===== config.mk =====
export PLATFORM = sky130hd
export DESIGN_NAME = skj_stage
export DESIGN_NICKNAME = d
export VERILOG_FILES = /design/src/hw/rtl/skj_pkg.sv /design/src/hw/rtl/skj_stage.sv
export SDC_FILE = /design/constraint.sdc
export NUM_CORES = 1
export LEC_CHECK = 0
export BUFFER_PORTS_ARGS = -buffer_cell sky130_fd_sc_hd__buf_4
export CAP_MARGIN = 10
export CORE_ASPECT_RATIO = 0.9
export CORE_MARGIN = 2
export CORE_UTILIZATION = 30
export CTS_BUF_LIST = sky130_fd_sc_hd__clkbuf_2
export DETAILED_ROUTE_END_ITERATION = 6
export SETUP_SLACK_MARGIN = 0.05
export SLEW_MARGIN = 40
export SYNTH_ARGS = -nofsm -noshare
export SYNTH_HDL_FRONTEND = slang
export SYNTH_SLANG_ARGS = --single-unit
export TNS_END_PERCENT = 1

===== constraint.sdc =====
create_clock -name clk -period 6.3 [get_ports clk]
set_input_delay 0.315 -clock clk [delete_from_list [all_inputs] [get_ports clk]]
set_output_delay 0.315 -clock clk [all_outputs]
set_load 0.02 [all_outputs]

===== src/hw/rtl/skj_pkg.sv =====
package skj_pkg;

  localparam int unsigned NROUND = 32;
  localparam int unsigned NSTG   = 2 * NROUND;

  // configuration register indexes
  localparam int unsigned CFG_IDX_W = 1;
  localparam logic [CFG_IDX_W-1:0] REG_KEY_LOW  = 1'b0;
  localparam logic [CFG_IDX_W-1:0] REG_KEY_HIGH = 1'b1;

  localparam logic CMD_ENC = 1'b0;
  localparam logic CMD_DEC = 1'b1;

  // payload carried from stage to stage; w[i] is word i, g is the word under permutation
  typedef struct packed {
    logic              dec;
    logic [3:0][15:0]  w;
    logic [15:0]       g;
  } sd_t;

  localparam logic [0:255][7:0] FTAB = {
    8'ha3,8'hd7,8'h09,8'h83,8'hf8,8'h48,8'hf6,8'hf4,8'hb3,8'h21,8'h15,8'h78,8'h99,8'hb1,8'haf,8'hf9,
    8'he7,8'h2d,8'h4d,8'h8a,8'hce,8'h4c,8'hca,8'h2e,8'h52,8'h95,8'hd9,8'h1e,8'h4e,8'h38,8'h44,8'h28,
    8'h0a,8'hdf,8'h02,8'ha0,8'h17,8'hf1,8'h60,8'h68,8'h12,8'hb7,8'h7a,8'hc3,8'he9,8'hfa,8'h3d,8'h53,
    8'h96,8'h84,8'h6b,8'hba,8'hf2,8'h63,8'h9a,8'h19,8'h7c,8'hae,8'he5,8'hf5,8'hf7,8'h16,8'h6a,8'ha2,
    8'h39,8'hb6,8'h7b,8'h0f,8'hc1,8'h93,8'h81,8'h1b,8'hee,8'hb4,8'h1a,8'hea,8'hd0,8'h91,8'h2f,8'hb8,
    8'h55,8'hb9,8'hda,8'h85,8'h3f,8'h41,8'hbf,8'he0,8'h5a,8'h58,8'h80,8'h5f,8'h66,8'h0b,8'hd8,8'h90,
    8'h35,8'hd5,8'hc0,8'ha7,8'h33,8'h06,8'h65,8'h69,8'h45,8'h00,8'h94,8'h56,8'h6d,8'h98,8'h9b,8'h76,
    8'h97,8'hfc,8'hb2,8'hc2,8'hb0,8'hfe,8'hdb,8'h20,8'he1,8'heb,8'hd6,8'he4,8'hdd,8'h47,8'h4a,8'h1d,
    8'h42,8'hed,8'h9e,8'h6e,8'h49,8'h3c,8'hcd,8'h43,8'h27,8'hd2,8'h07,8'hd4,8'hde,8'hc7,8'h67,8'h18,
    8'h89,8'hcb,8'h30,8'h1f,8'h8d,8'hc6,8'h8f,8'haa,8'hc8,8'h74,8'hdc,8'hc9,8'h5d,8'h5c,8'h31,8'ha4,
    8'h70,8'h88,8'h61,8'h2c,8'h9f,8'h0d,8'h2b,8'h87,8'h50,8'h82,8'h54,8'h64,8'h26,8'h7d,8'h03,8'h40,
    8'h34,8'h4b,8'h1c,8'h73,8'hd1,8'hc4,8'hfd,8'h3b,8'hcc,8'hfb,8'h7f,8'hab,8'he6,8'h3e,8'h5b,8'ha5,
    8'had,8'h04,8'h23,8'h9c,8'h14,8'h51,8'h22,8'hf0,8'h29,8'h79,8'h71,8'h7e,8'hff,8'h8c,8'h0e,8'he2,
    8'h0c,8'hef,8'hbc,8'h72,8'h75,8'h6f,8'h37,8'ha1,8'hec,8'hd3,8'h8e,8'h62,8'h8b,8'h86,8'h10,8'he8,
    8'h08,8'h77,8'h11,8'hbe,8'h92,8'h4f,8'h24,8'hc5,8'h32,8'h36,8'h9d,8'hcf,8'hf3,8'ha6,8'hbb,8'hac,
    8'h5e,8'h6c,8'ha9,8'h13,8'h57,8'h25,8'hb5,8'he3,8'hbd,8'ha8,8'h3a,8'h01,8'h05,8'h59,8'h2a,8'h46
  };

  function automatic logic [7:0] fbox(input logic [7:0] x);
    return FTAB[x];
  endfunction

endpackage


===== src/hw/rtl/skj_stage.sv =====
module skj_stage #(
  parameter int unsigned ROUND = 0,
  parameter bit          HALF  = 1'b0
) (
  input  logic             clk,
  input  logic             rst_n,
  input  logic             en,
  input  logic             valid_i,
  input  skj_pkg::sd_t     data_i,
  input  logic [79:0]      key_i,
  output logic             valid_o,
  output skj_pkg::sd_t     data_o
);

  localparam int unsigned KE = ROUND;
  localparam int unsigned KD = skj_pkg::NROUND - 1 - ROUND;

  // key byte positions; decrypt walks the g steps backwards
  localparam int unsigned KE_A = (4 * KE + (HALF ? 2 : 0)) % 10;
  localparam int unsigned KE_B = (4 * KE + (HALF ? 3 : 1)) % 10;
  localparam int unsigned KD_A = (4 * KD + (HALF ? 1 : 3)) % 10;
  localparam int unsigned KD_B = (4 * KD + (HALF ? 0 : 2)) % 10;

  localparam logic RA_E = ((KE >> 3) & 1) == 0;
  localparam logic RA_D = ((KD >> 3) & 1) == 0;
  localparam logic [15:0] CTR_E = 16'(KE + 1);
  localparam logic [15:0] CTR_D = 16'(KD + 1);

  logic          valid_r;
  skj_pkg::sd_t  data_r;
  skj_pkg::sd_t  data_nxt;

  logic          dec;
  logic [7:0]    kb_a;
  logic [7:0]    kb_b;
  logic [15:0]   src;
  logic [7:0]    x0;
  logic [7:0]    y0;
  logic [7:0]    y1;
  logic [7:0]    x1;
  logic [15:0]   gres;
  logic          rule_a;
  logic [15:0]   ctr;

  always_comb begin
    dec    = data_i.dec;
    kb_a   = dec ? key_i[8*KD_A +: 8] : key_i[8*KE_A +: 8];
    kb_b   = dec ? key_i[8*KD_B +: 8] : key_i[8*KE_B +: 8];
    src    = HALF ? data_i.g : (dec ? data_i.w[1] : data_i.w[0]);
    // encrypt starts from the low byte, decrypt from the high byte
    x0     = dec ? src[15:8] : src[7:0];
    y0     = dec ? src[7:0] : src[15:8];
    y1     = y0 ^ skj_pkg::fbox(x0 ^ kb_a);
    x1     = x0 ^ skj_pkg::fbox(y1 ^ kb_b);
    gres   = dec ? {x1, y1} : {y1, x1};
    rule_a = dec ? RA_D : RA_E;
    ctr    = dec ? CTR_D : CTR_E;

    data_nxt   = data_i;
    data_nxt.g = gres;
    if (HALF) begin
      if (!dec) begin
        data_nxt.w[3] = data_i.w[2];
        data_nxt.w[1] = gres;
        if (rule_a) begin
          data_nxt.w[2] = data_i.w[1];
          data_nxt.w[0] = data_i.w[3] ^ gres ^ ctr;
        end else begin
          data_nxt.w[2] = data_i.w[0] ^ data_i.w[1] ^ ctr;
          data_nxt.w[0] = data_i.w[3];
        end
      end else begin
        data_nxt.w[0] = gres;
        data_nxt.w[2] = data_i.w[3];
        if (rule_a) begin
          data_nxt.w[1] = data_i.w[2];
          data_nxt.w[3] = data_i.w[0] ^ data_i.w[1] ^ ctr;
        end else begin
          data_nxt.w[1] = gres ^ data_i.w[2] ^ ctr;
          data_nxt.w[3] = data_i.w[0];
        end
      end
    end
  end

  always_ff @(posedge clk) begin
    if (!rst_n) begin
      valid_r <= 1'b0;
    end else if (en) begin
      valid_r <= valid_i;
    end
  end

  always_ff @(posedge clk) begin
    if (en) begin
      data_r <= data_nxt;
    end
  end

  assign valid_o = valid_r;
  assign data_o  = data_r;

endmodule


# == Word level (Yosys, flattened, before mapping) ==
# Memories as Yosys holds them, arrays and structs flattened.
# Cells that the tools add are included.
# classes
reduce_logical,0
n_lt_le_gt_ge,2
div_mod_pow,0
bitwise_logic,6
mul,0
muxes,10
n_addsub,0
eq_ne,0
shifts,0
# ops
operator,count
8-bit two-way mux,8
16-bit two-way mux,2
8-bit bitwise XOR,4
"9-bit >= comparator, second input constant",2
8-bit NOT with 9-bit output,2
# word_totals
ramBits,0
inputBits,165
out_inout_bits,82
memories,2
reg_bits,82
latchBits,0
rom_bits,4096
word_cells,27
# memory_table
name,words,width,read_ports,rd_clocked_by_memory_dff,wr,line_no,text
(no name shown),256,8,1,0,0,skj_pkg.sv:41,return FTAB[x];
(no name shown),256,8,1,0,0,skj_pkg.sv:41,

# == Logic depth before layout (Yosys ltp) ==
# Gate-level depths: netlist (run 1).
# logic_depth
word_depth,15
mapped_depth,29
mapped_depth_nobuf,22

# == Worst setup path after synthesis (run 1) ==
# OpenSTA, ideal clock, no wires.
# synth_timing
path_kind,input -> register
start,input data_i[80] (netlist name)
end,"register data_r, in the netlist data_o[9] (data pin)"
stages,25
path_buffers,6
arrival_ps,5934
slack_ps,107
setup_ps,259
required_ps,6041
cell_sequence,inv_2 > buf_4 > mux2i_2 > clkbuf_1 > ha_1 > or2_2 > clkbuf_1 > o22ai_1 > nor2_1 > o221ai_1 > o211a_1 > nor3_1 > or3_1 > clkbuf_1 > and2_1 > clkbuf_1 > ha_1 > clkbuf_1 > a21boi_0 > o21ai_0 > and4_1 > nor4_1 > o211ai_1 > o211a_1 > a211o_1
# synth_between
elab_chain_cells,15
word_cells_on_any_way,18
cone_classes,10 x mux; 6 x bitwise; 2 x memory
# synth_lines
element,line_no,text
"start, declared",skj_stage.sv:9,"input skj_pkg::sd_t data_i,"
16-bit two-way mux,skj_stage.sv:49,src = HALF ? data_i.g : (dec ? data_i.w[1] : data_i.w[0]);
8-bit two-way mux,skj_stage.sv:51,x0 = dec ? src[15:8] : src[7:0];
8-bit bitwise XOR,skj_stage.sv:53,y1 = y0 ^ skj_pkg::fbox(x0 ^ kb_a);
8-bit NOT with 9-bit output (not written as such),skj_pkg.sv:41,
memory read 256 x 8 bit,n/a,
8-bit two-way mux (not written as such) (2 in series),skj_pkg.sv:41,
8-bit bitwise XOR,skj_stage.sv:53,
8-bit bitwise XOR,skj_stage.sv:54,x1 = x0 ^ skj_pkg::fbox(y1 ^ kb_b);
8-bit NOT with 9-bit output (not written as such),skj_pkg.sv:41,
memory read 256 x 8 bit,n/a,
8-bit two-way mux (not written as such) (2 in series),skj_pkg.sv:41,
8-bit bitwise XOR,skj_stage.sv:54,
16-bit two-way mux (*),skj_stage.sv:55,"gres = dec ? {x1, y1} : {y1, x1};"
named net gres[9],skj_stage.sv:41,logic [15:0] gres;
"end signal, assigned",skj_stage.sv:96,data_r <= data_nxt;
"end, declared",skj_stage.sv:30,skj_pkg::sd_t data_r;
# The timed path passes the listed nets; every way through them passes the cells marked *. The select of a mux whose other input is x is not followed.
# A chain may end at the register's enable or synchronous reset.

# == Worst setup path in the final report (run 1) ==
# layout_timing
start,input data_i[42] (netlist name)
end,"register data_r, in the netlist data_o[13] (data pin)"
# layout_between
elab_chain_cells,15
word_cells_on_any_way,16
cone_classes,8 x mux; 6 x bitwise; 2 x memory
# layout_lines
element,line_no
16-bit two-way mux (*),skj_stage.sv:49
8-bit two-way mux,skj_stage.sv:51
8-bit bitwise XOR,skj_stage.sv:53
8-bit NOT with 9-bit output (not written as such),skj_pkg.sv:41
memory read 256 x 8 bit,n/a
8-bit two-way mux (not written as such) (2 in series),skj_pkg.sv:41
8-bit bitwise XOR (*),skj_stage.sv:53
8-bit bitwise XOR,skj_stage.sv:54
8-bit NOT with 9-bit output (not written as such),skj_pkg.sv:41
memory read 256 x 8 bit,n/a
8-bit two-way mux (not written as such) (2 in series),skj_pkg.sv:41
8-bit bitwise XOR,skj_stage.sv:54
16-bit two-way mux (*),skj_stage.sv:55
named net gres[13],skj_stage.sv:41
# Marks and branches as above.

==> metrics.md, run 1 <==
| Metric | Value |
|---|---|
| Status | `finished clean` |
| Max cap viols | `0` |
| Die area | `38020 um^2` |
| PD cells | `437.9 nW/um^2` |
| CTS buffer count | `9` |
| R2r startpoint | `valid_o` |
| Grt met1 use | `53.97%` |
| Total count of hold-check failures in the final report | `0` |
| Final Setup Violations | `0` |
| Global route overflow | `0` |
| Largest net degree at the start of global routing | `83` |
| TritonCTS clock tree | `built` |
| Register share of total power | `10.5%` |
| CTS Buffer Depth | `2` |
| Die width | `205.3 um` |
| DRC violations left | `0` |
| Footprint of the multi-input gates | `7756 um^2` |
| Final min period | `6.092 ns` |
| Sequential area share after synthesis | `22.41%` |
| Most common cell in the netlist | `nor2_1` |
| R2R cell count | `3` |
| Clk slew on worst S/H paths | `0.27 ns` |
| Fill cells | `3650` |
| Overall global routing resource usage | `37.62%` |
| # port buffers | `182` |
| Via/cell ratio | `6.485` |
| Layout Nets | `2022` |
| Max-slew violations | `0` |
| DRT Wirelength | `73.15 mm` |
| Met2 usage | `52.28%` |
| Routed wire length per instance | `31.71 um` |
| Worst R2R End | `valid_o` |
| Psw | `3864 uW` |
| Total negative setup slack | `0 ns` |
| Unrepaired setup endpoints after global routing | `yes` |
| Post-Syn Area | `10940 um^2` |
| Area of the core | `36000 um^2` |
| Final GP Congestion | `1.028` |
| Starting Density | `30.39%` |
| Sw Ratio | `55.47%` |
| Via count | `14960` |
| Syn_area_per_cell | `8.028 um^2` |
| Fmax | `164.2 MHz` |
| Crit path kind | `in2reg` |
| Starting DRC count in detailed routing | `2289` |
| Clock Skews | `0 ns` |
| Layout cells sized above 1 | `32.95%` |
| Comb pwr share | `85.4%` |
| CP Launch Type | `primary input` |
| Post-synth top area share | `22.23%` |
| CTS sink cnt | `82` |
| Critical path, cell by cell | `dlygate4sd3_1 > buf_4 > xor2_1 > mux2i_4 > inv_2 > ha_1 > or3_1 > o211ai_1 > a31o_2 > o221a_2 > or3_1 > and2_1 > buf_12 > ha_1 > buf_4 > nand3_1 > buf_4 > o22ai_1 > nor3b_1 > or4_1 > o21ai_0 > buf_4 > nor4_1 > a211o_1` |
| First-pass GRT wire length | `102.6 mm` |
| Post-CTS setup buffer count | `0` |
| FF/Latch Area | `2452 um^2` |
| # H-tree levels | `3` |
| Synth cell count leaders | `nor2_1, nand2_1, a21oi_1` |
| Initial antenna violation count | `4` |
| Ranking of synthesized cells by area | `edfxtp_1, a21oi_1, ha_1` |
| Flop and latch count out of synthesis | `82` |
| Top Usage Layer GRT | `met1` |
| Asr flop ratio synth | `0%` |
| Cell row count | `66` |
| Critical Path Sink | `data_o[13]` |
| Critical path fanouts, max | `17` |
| Flop2flop setup slack | `5.14 ns` |
| Max transition margin | `42.48%` |
| Clock power frac | `4.1%` |
| Synth warn | `0` |
| Mapped Cells | `1363` |
| Post-synth top area cell | `edfxtp_1` |
| Post-DP Area | `15120 um^2` |
| CP max-delay cell | `or4_1` |
| Leak | `0.006313 uW` |
| Synthesis-to-finish area growth | `45.37%` |
| Num ports | `247` |
| HP Start | `data_i[18]` |
| Fin crit share | `96.69%` |
| Final Instance Area | `15910 um^2` |
| Yosys cell types | `103` |
| Detail Route Antenna Nets | `0` |
| Int Pwr | `3102 uW` |
| CP peak stage delay | `0.62 ns` |
| Die Y | `185.2 um` |
| Req. time, crit path | `6.68 ns` |
| Drt pass-1 iters | `7` |
| Nature of the critical path endpoint | `register` |
| Post-Syn Nets | `1560` |
| Clk_lat worst skew | `0.53 ns` |
| Ys flop type | `edfxtp_1` |
| Worst VDD drop | `0.2063 mV` |
| Worst Hold Class | `in2reg` |
| Dpl hpwl | `57.15 mm` |
| EDFF count, synth | `81` |
| Worst Setup SP | `data_i[42]` |
| CP arrival | `6.47 ns` |
| Met3 GRT Util | `14.02%` |
| Vias in the first global route | `13990` |
| Crit-path most repeated cell | `buf_4` |
| Clock Tree Root | `clkbuf_2` |
| Worst Tran Pin Value | `0.8519 ns` |
[sequential cells by signal, indices dropped and copies added, names as in the netlist]
name     count
data_o      81
valid_o      1
[cell families after synthesis]
| family | synth area share (%) |
|---|---|
| multiplexers | 3.613 |
| XOR/XNOR | 5.352 |
| AO/OA/AOI/OAI | 38.06 |
| buffers and inverters | 7.330 |
| flip-flops | 22.41 |
| adder cells (fa/ha/maj) | 3.659 |
| AND/OR/NAND/NOR | 19.58 |
[cell type report]
cell class              instances  share of cell area [%]
clock buffers                   9                  0.2832
repair buffers                591                   30.81
inverters                      21                  0.4956
well taps                     476                   3.744
flip-flops and latches         82                   15.42
multi-input cells            1120                   48.76
diodes                          1                 0.01573
clock inverters                 7                  0.4720
[metal layers]
| metal | part of all wire, % | vias up | wire [um] |
|---|---|---|---|
| met5 | 0.056 | - | 41 |
| met4 | 2.6 | 6 | 1933 |
| met3 | 16 | 148 | 11380 |
| met2 | 39 | 1233 | 28460 |
| met1 | 43 | 7218 | 31340 |
| li1 | - | 6357 | - |
[worst min-delay path by stage]
stage               cells after the start          to
floorplan                               0  data_o[16]
global placement                        1  data_o[76]
detailed placement                      1  data_o[71]
CTS                                     1  data_o[18]
global route                            1  data_o[18]
finish                                  1  data_o[18]
[metrics by stage]
| step | setup slack, ns | std cells | util [%] | hold slack (ns) | power (uW) |
|---|---|---|---|---|---|
| 2_1_floorplan | 0.1070 | 1363 | - | 0.4139 | 3380 |
| 3_3_place_gp | -0.1502 | 2226 | 41.99 | 0.4935 | 6427 |
| 3_5_place_dp | -0.1488 | 2226 | 42.00 | 0.4943 | 6343 |
| 4_1_cts | 0.3431 | 2306 | 44.11 | 0.01198 | 6680 |
| 5_1_grt | 0.03029 | 2307 | 44.18 | 0.01004 | 7175 |
| 6_report | 0.2083 | 2307 | 44.18 | 0.05811 | 6965 |
[critical path, delay by kind of cell]
family | cells | cell delay, ns
buffers and inverters | 7 | 1.90
and+or+nand+nor | 7 | 1.86
AOI/OAI and AO/OA | 6 | 1.40
adders and majority gates | 2 | 0.59
xor gates and xnor gates | 1 | 0.26
muxes | 1 | 0.13
[cell usage in the layout (no fill, tap or decap), drive strengths merged, types with 9 or more instances in the layout]
| cell type | count |
|---|---|
| xor2 | 24 |
| o221ai | 19 |
| a32oi | 14 |
| o21a | 12 |
| o2111ai | 13 |
| o32ai | 9 |
| nor3 | 60 |
| dlygate4sd3 | 64 |
| nand4 | 12 |
| nand2 | 100 |
| nor2 | 108 |
| xnor2 | 39 |
| inv | 24 |
| o22ai | 22 |
| o21ai | 90 |
| a311o | 10 |
| edfxtp | 81 |
| a31oi | 22 |
| o311ai | 13 |
| a211oi | 49 |
| nand3 | 47 |
| a211o | 11 |
| nor4 | 20 |
| o211ai | 50 |
| mux2i | 30 |
| clkbuf | 9 |
| or3 | 12 |
| ha | 32 |
| a22oi | 16 |
| a311oi | 22 |
| o31ai | 13 |
| buf | 527 |
| a21oi | 85 |
| nor2b | 12 |
[power groups by stage]
| stage | registers (uW) | clock network [uW] | logic, uW |
|---|---|---|---|
| detailed placement | 747 | 0 | 5600 |
| floorplan | 846 | 0 | 2530 |
| finish | 734 | 285 | 5950 |
| CTS | 734 | 294 | 5650 |
| global placement | 746 | 0 | 5680 |
| global route | 740 | 313 | 6120 |
[repair_timing]
item	CTS	global route
hold endpoints to repair	63	0
endpoints found under the setup margin	0	5
hold buffers	64	0
gates resized for setup	0	3
Note: power is estimated with default switching activity, not from simulation.
==> inputs of run 2 (changes only) <==
--- a/config.mk
+++ b/config.mk
@@ -5,6 +5,7 @@
 export SDC_FILE = /design/constraint.sdc
 export NUM_CORES = 1
 export LEC_CHECK = 0
+export ABC_AREA = 1
 export BUFFER_PORTS_ARGS = -buffer_cell sky130_fd_sc_hd__buf_4
 export CAP_MARGIN = 10
 export CORE_ASPECT_RATIO = 0.9
==> metrics.md, run 2 <==
| Metric | Value |
|---|---|
| Max reg flops | `81` |
| Sequential area share after synthesis | `23.94%` |
| Worst Hold Class | `in2reg` |
| Req. time, crit path | `6.74 ns` |
| WP buf/inv | `6` |
| Fin crit share | `81.84%` |
| Die width | `198.8 um` |
| Syn_area_per_cell | `6.047 um^2` |
| HP Start | `en` |
| CP peak stage delay | `0.55 ns` |
| Cell row count | `64` |
| Most common cell in the netlist | `nand2_1` |
| Mapped Cells | `1694` |
| Worst Hold Slack | `0.1205 ns` |
| Die area | `35640 um^2` |
| Hold path cells | `1` |
| Clk slew on worst S/H paths | `0.39 ns` |
| Area of the core | `33790 um^2` |
| Vias in the first global route | `12320` |
| Fill cells | `3655` |
| PD cells | `321.7 nW/um^2` |
| # port buffers | `182` |
| Post-synth top area cell | `nand3_1` |
| Largest net degree at the start of global routing | `84` |
| Max cap viols | `0` |
| Flop2flop setup slack | `5.08 ns` |
| Post-synth top area share | `23.84%` |
| CP max-delay cell | `dlygate4sd3_1` |
| Dpl hpwl | `39.40 mm` |
| CP arrival | `5.60 ns` |
| Post-Syn Area | `10240 um^2` |
| Crit path depth | `33` |
| R2r startpoint | `valid_o` |
| TritonCTS clock tree | `built` |
| Max-slew violations | `0` |
| Routed wire length per instance | `22.47 um` |
| Nature of the critical path endpoint | `register` |
| Layout cells sized above 1 | `18.05%` |
| First-pass GRT wire length | `79.00 mm` |
| Via count | `13270` |
| Asr flop ratio synth | `0%` |
| Synthesis-to-finish area growth | `26.64%` |
| Most common cell after layout, fill and taps aside | `nand2_1` |
| Highest-count cells in the layout ignoring fill and taps | `nand2_1, nand3_1, buf_4, inv_1, edfxtp_1` |
| Flop and latch count out of synthesis | `82` |
| Synth warn | `0` |
| Drt pass-1 iters | `7` |
| CTS Buffer Depth | `2` |
| Post_cts resized | `0` |
| Ranking of synthesized cells by area | `nand3_1, edfxtp_1, nand2_1` |
| Ys flop type | `edfxtp_1` |
| CP Launch Type | `primary input` |
| Via/cell ratio | `5.549` |
| Post-CTS setup buffer count | `0` |
| Worst VDD drop | `0.1180 mV` |
| Starting DRC count in detailed routing | `1781` |
| Critical path fanouts, max | `10` |
| Final GP Congestion | `0.9849` |
| Max transition margin | `45.62%` |
| Final Setup Violations | `0` |
| Global route overflow | `0` |
| CTS buffer count | `9` |
| Die Y | `179.3 um` |
| Post-Syn Nets | `1891` |
| Detail Route Antenna Nets | `0` |
| Crit path kind | `in2reg` |
| Status | `finished clean` |
| Yosys cell types | `41` |
| Initial antenna violation count | `3` |
| Starting Density | `30.31%` |
| R2R cell count | `3` |
| EDFF count, synth | `81` |
| Unrepaired setup endpoints after global routing | `no` |
| Fmax | `194.0 MHz` |
| Synth cell count leaders | `nand2_1, nand3_1, inv_1` |
| Overall global routing resource usage | `29.98%` |
| Clk_lat worst skew | `0.65 ns` |
| Worst R2R End | `valid_o` |
| DRT Wirelength | `53.75 mm` |
| Worst Tran Pin Value | `0.8128 ns` |
| Clock Tree Root | `clkbuf_2` |
| Clock Skews | `0 ns` |
| Crit-path most repeated cell | `nand2_1` |
| DRC violations left | `0` |
| Total count of hold-check failures in the final report | `0` |
| # H-tree levels | `3` |
| CTS sink cnt | `82` |
| Hold Path End | `data_o[28]` |
| Kind of cell adding the most delay to the critical path | `simple AND/OR/NAND/NOR gates` |
| Final min period | `5.156 ns` |
| Layout Nets | `2120` |
| Total negative setup slack | `0 ns` |
| Num ports | `247` |
| Leak | `0.006444 uW` |
## run 2: power breakdown
part	switching (uW)	internal [uW]
Sequential	18.9	680
Clock	248	131
Combinational	2160	941
Total	2420	1750
## run 2: layout make-up
cell class                      count  area (um^2)  share of cell area, %
Antenna cell                        2        5.005                0.03858
Clock buffer                        9        45.04                 0.3472
Clock inverter                      7        92.59                 0.7137
Inverter                          115        431.7                  3.328
Multi-Input combinational cell   1398         6731                  51.89
Sequential cell                    82         2452                  18.90
Tap cell                          462        578.1                  4.456
Timing Repair Buffer              317         2636                  20.32
## run 2: repair_timing
action                     4_1_cts  5_1_grt
setup endpoints to repair        0        0
hold endpoints to repair        65        0
hold buffers                    66        0
## run 2: cell families (layout without fill, tap and decap cells)
kind of cell | count (synthesis) | count (layout) | share of synthesized area (%)
AOI/OAI and AO/OA | 130 | 130 | 7.048
xor gates and xnor gates | 5 | 5 | 0.8918
adders and majority gates | 32 | 32 | 3.909
buffers and inverters | 214 | 448 | 10.39
DFF | 82 | 82 | 23.94
muxes | 2 | 2 | 0.1954
other | 0 | 2 | 0
and+or+nand+nor | 1229 | 1229 | 53.62
## run 2: how the worst max path moves through the flow
stage / from / end / slack (ns)
final: data_i[16] / data_o[11] / 1.14
after global routing: data_i[40] / data_o[15] / 0.84
after CTS: data_i[16] / data_o[15] / 1.35
after detailed placement: data_i[80] / data_o[9] / 0.75
after global placement: data_i[80] / data_o[7] / 0.70
after floorplan: data_i[80] / data_o[11] / 1.98
## run 2: layer usage
metal	routed length (um)	GRT usage [%]	vias to the layer above
li1	-	-	6129
met1	22960	41.77	6095
met2	21890	44.43	918
met3	6922	7.524	132
met4	1971	11.29	0
met5	0	0	-
## run 2: metrics by stage
stage | total power [uW] | utilization [%] | cells | instance area, um^2 | setup slack, ns
2_1_floorplan | 2610 | - | 1694 | 10240 | 1.982
3_3_place_gp | 3698 | 35.99 | 2308 | 12160 | 0.6954
3_5_place_dp | 3658 | 36.01 | 2308 | 12170 | 0.7454
4_1_cts | 4076 | 38.37 | 2390 | 12970 | 1.348
5_1_grt | 4430 | 38.39 | 2392 | 12970 | 0.8396
6_report | 4173 | 38.39 | 2392 | 12970 | 1.144
## run 2: worst reg2reg max path: stages, from the launching register on
cell and delay (ns):
dfxtp_1 0.36, o21ai_0 0.16, a21oi_1 0.05, dlygate4sd3_1 0.58
==> inputs of run 3 (changes only) <==
==> constraint.sdc (replaced) <==
create_clock -name clk -period 4.41 [get_ports clk]
set_input_delay 0.2205 -clock clk [delete_from_list [all_inputs] [get_ports clk]]
set_output_delay 0.2205 -clock clk [all_outputs]
set_load 0.02 [all_outputs]
==> metrics.md, run 3 (synthesis results as in run 2) <==
| Metric | Value |
|---|---|
| Vias in the first global route | `13580` |
| Max transition margin | `47.66%` |
| M1 WL | `26.83 mm` |
| # port buffers | `182` |
| Starting DRC count in detailed routing | `1682` |
| Critical path fanouts, max | `21` |
| Final Setup Violations | `0` |
| CP arrival | `4.58 ns` |
| CTS buffer count | `9` |
| Starting Density | `30.31%` |
| Max-slew violations | `0` |
| Fmax | `240.8 MHz` |
| Unrepaired setup endpoints after global routing | `no` |
| Worst VDD drop | `0.2167 mV` |
| Clock Skews | `0 ns` |
| Final GP Congestion | `1.034` |
| Placed Cells | `2638` |
| First-pass GRT wire length | `87.90 mm` |
| Area of the core | `33790 um^2` |
| Footprint of the multi-input gates | `6802 um^2` |
| Clk slew on worst S/H paths | `0.34 ns` |
| Crit path kind | `in2reg` |
| CTS sink cnt | `82` |
| Overall global routing resource usage | `34.12%` |
| Final cell count without fillers | `2723` |
| Highest-count cells in the layout ignoring fill and taps | `nand2_1, buf_4, nand3_1, inv_1, edfxtp_1` |
| CP Launch Type | `primary input` |
| Clk_lat worst skew | `0.66 ns` |
| Max reg flops | `81` |
| FF/Latch Area | `2452 um^2` |
| Detail Route Antenna Nets | `0` |
| Die area | `35640 um^2` |
| DRC violations left | `0` |
| Fin crit share | `94.15%` |
| Via count | `14550` |
| Die Y | `179.3 um` |
| TritonCTS clock tree | `built` |
| Top Metal Used | `met4` |
| Largest net degree at the start of global routing | `84` |
| Drt pass-1 iters | `6` |
| DRT Wirelength | `61.26 mm` |
| Fill cells | `3510` |
| Layout Nets | `2452` |
| Nature of the critical path endpoint | `register` |
| Cell row count | `64` |
| Worst Hold Class | `in2reg` |
| Kind of cell adding the most delay to the critical path | `simple AND/OR/NAND/NOR gates` |
| Clock Tree Root | `clkbuf_2` |
| Die width | `198.8 um` |
| Req. time, crit path | `4.84 ns` |
| Routed wire length per instance | `22.50 um` |
| CP peak stage delay | `0.57 ns` |
| # H-tree levels | `3` |
| Global route overflow | `0` |
| Worst Tran Pin Value | `0.7852 ns` |
| Max cap viols | `0` |
| WP buf/inv | `7` |
| Most common cell after layout, fill and taps aside | `nand2_1` |
| Status | `finished clean` |
| Hold path cells | `5` |
| R2R cell count | `3` |
| Crit-path most repeated cell | `nand2_1` |
| Dpl hpwl | `48.01 mm` |
| Num ports | `247` |
| Via/cell ratio | `5.344` |
| Final min period | `4.152 ns` |
| Met2 WL | `24.81 mm` |
| Detail Route met3 WL | `7.899 mm` |
| Initial antenna violation count | `2` |
| Leak | `0.008118 uW` |
| PD cells | `456.4 nW/um^2` |
| Crit path depth | `28` |
| CP max-delay cell | `dlygate4sd3_1` |
| Total negative setup slack | `0 ns` |
| CTS Buffer Depth | `2` |
| Worst Hold Slack | `0.08542 ns` |
| Total count of hold-check failures in the final report | `0` |
| Layout cells sized above 1 | `30.75%` |
| Synthesis-to-finish area growth | `53.98%` |
==> run 3: changes by cell type in the layout (fill, tap and decap cells not counted), moves of 3 or more <==
cell	before	now
buf_4	243	557
buf_12	7	21
nand2_1	596	590
nand2_2	37	43
nand3_1	488	484
nand3_2	4	8
nor2_1	69	65
nor2_2	3	6
==> run 3: power by group <==
part | switching (uW) | internal [uW] | leakage, uW
Clock | 379 | 309 | 0.000107
Sequential | 32.8 | 973 | 0.000801
Combinational | 3410 | 2090 | 0.00721
==> run 3: cell type report <==
| class | instances | area share, % |
|---|---|---|
| flip-flops and latches | 82 | 15.55 |
| clock buffers | 10 | 0.3173 |
| repair buffers | 649 | 33.71 |
| multi-input cells | 1398 | 43.12 |
| diodes | 1 | 0.01587 |
| inverters | 115 | 2.753 |
| well taps | 462 | 3.665 |
| clock inverters | 6 | 0.8726 |
==> run 3: final timing paths <==
path	from	to	slack [ns]
hold reg to reg	valid_o	valid_o	1.15
hold / removal	data_i[80]	data_o[8]	0.09
setup reg to reg	valid_o	valid_o	3.15
setup / recovery	data_i[80]	data_o[2]	0.26
==> run 3: metal layers <==
metal | vias to the layer above | GRT usage [%]
met2 | 920 | 49.87
met5 | - | 0
met3 | 93 | 11.53
met1 | 6734 | 47.13
met4 | 0 | 10.51
li1 | 6806 | -
==> run 3: stage by stage <==
step                      util (%)  total power, uW  instance area [um^2]  setup WS [ns]
after global placement       43.84             6308                 14820        -0.3931
after CTS                    46.42             7005                 15690         0.2384
after floorplan                  -             3729                 10240         0.1864
after detailed placement     43.85             6266                 14820        -0.3843
after global routing         46.68             7610                 15770        0.05465
final                        46.68             7199                 15770         0.2578
==> run 3: worst register-to-register path: cells and delay by family (launching register included) <==
kind / cells / cell delay [ns]
compound gates: 2 / 0.23
flops: 1 / 0.37
buf+inv: 1 / 0.59
==> run 3: repair_timing <==
action,4_1_cts,5_1_grt
resized for setup,0,22
setup endpoints to repair,0,14
buffers inserted,0,0
hold buffers,68,0
endpoints found under the hold margin,104,0
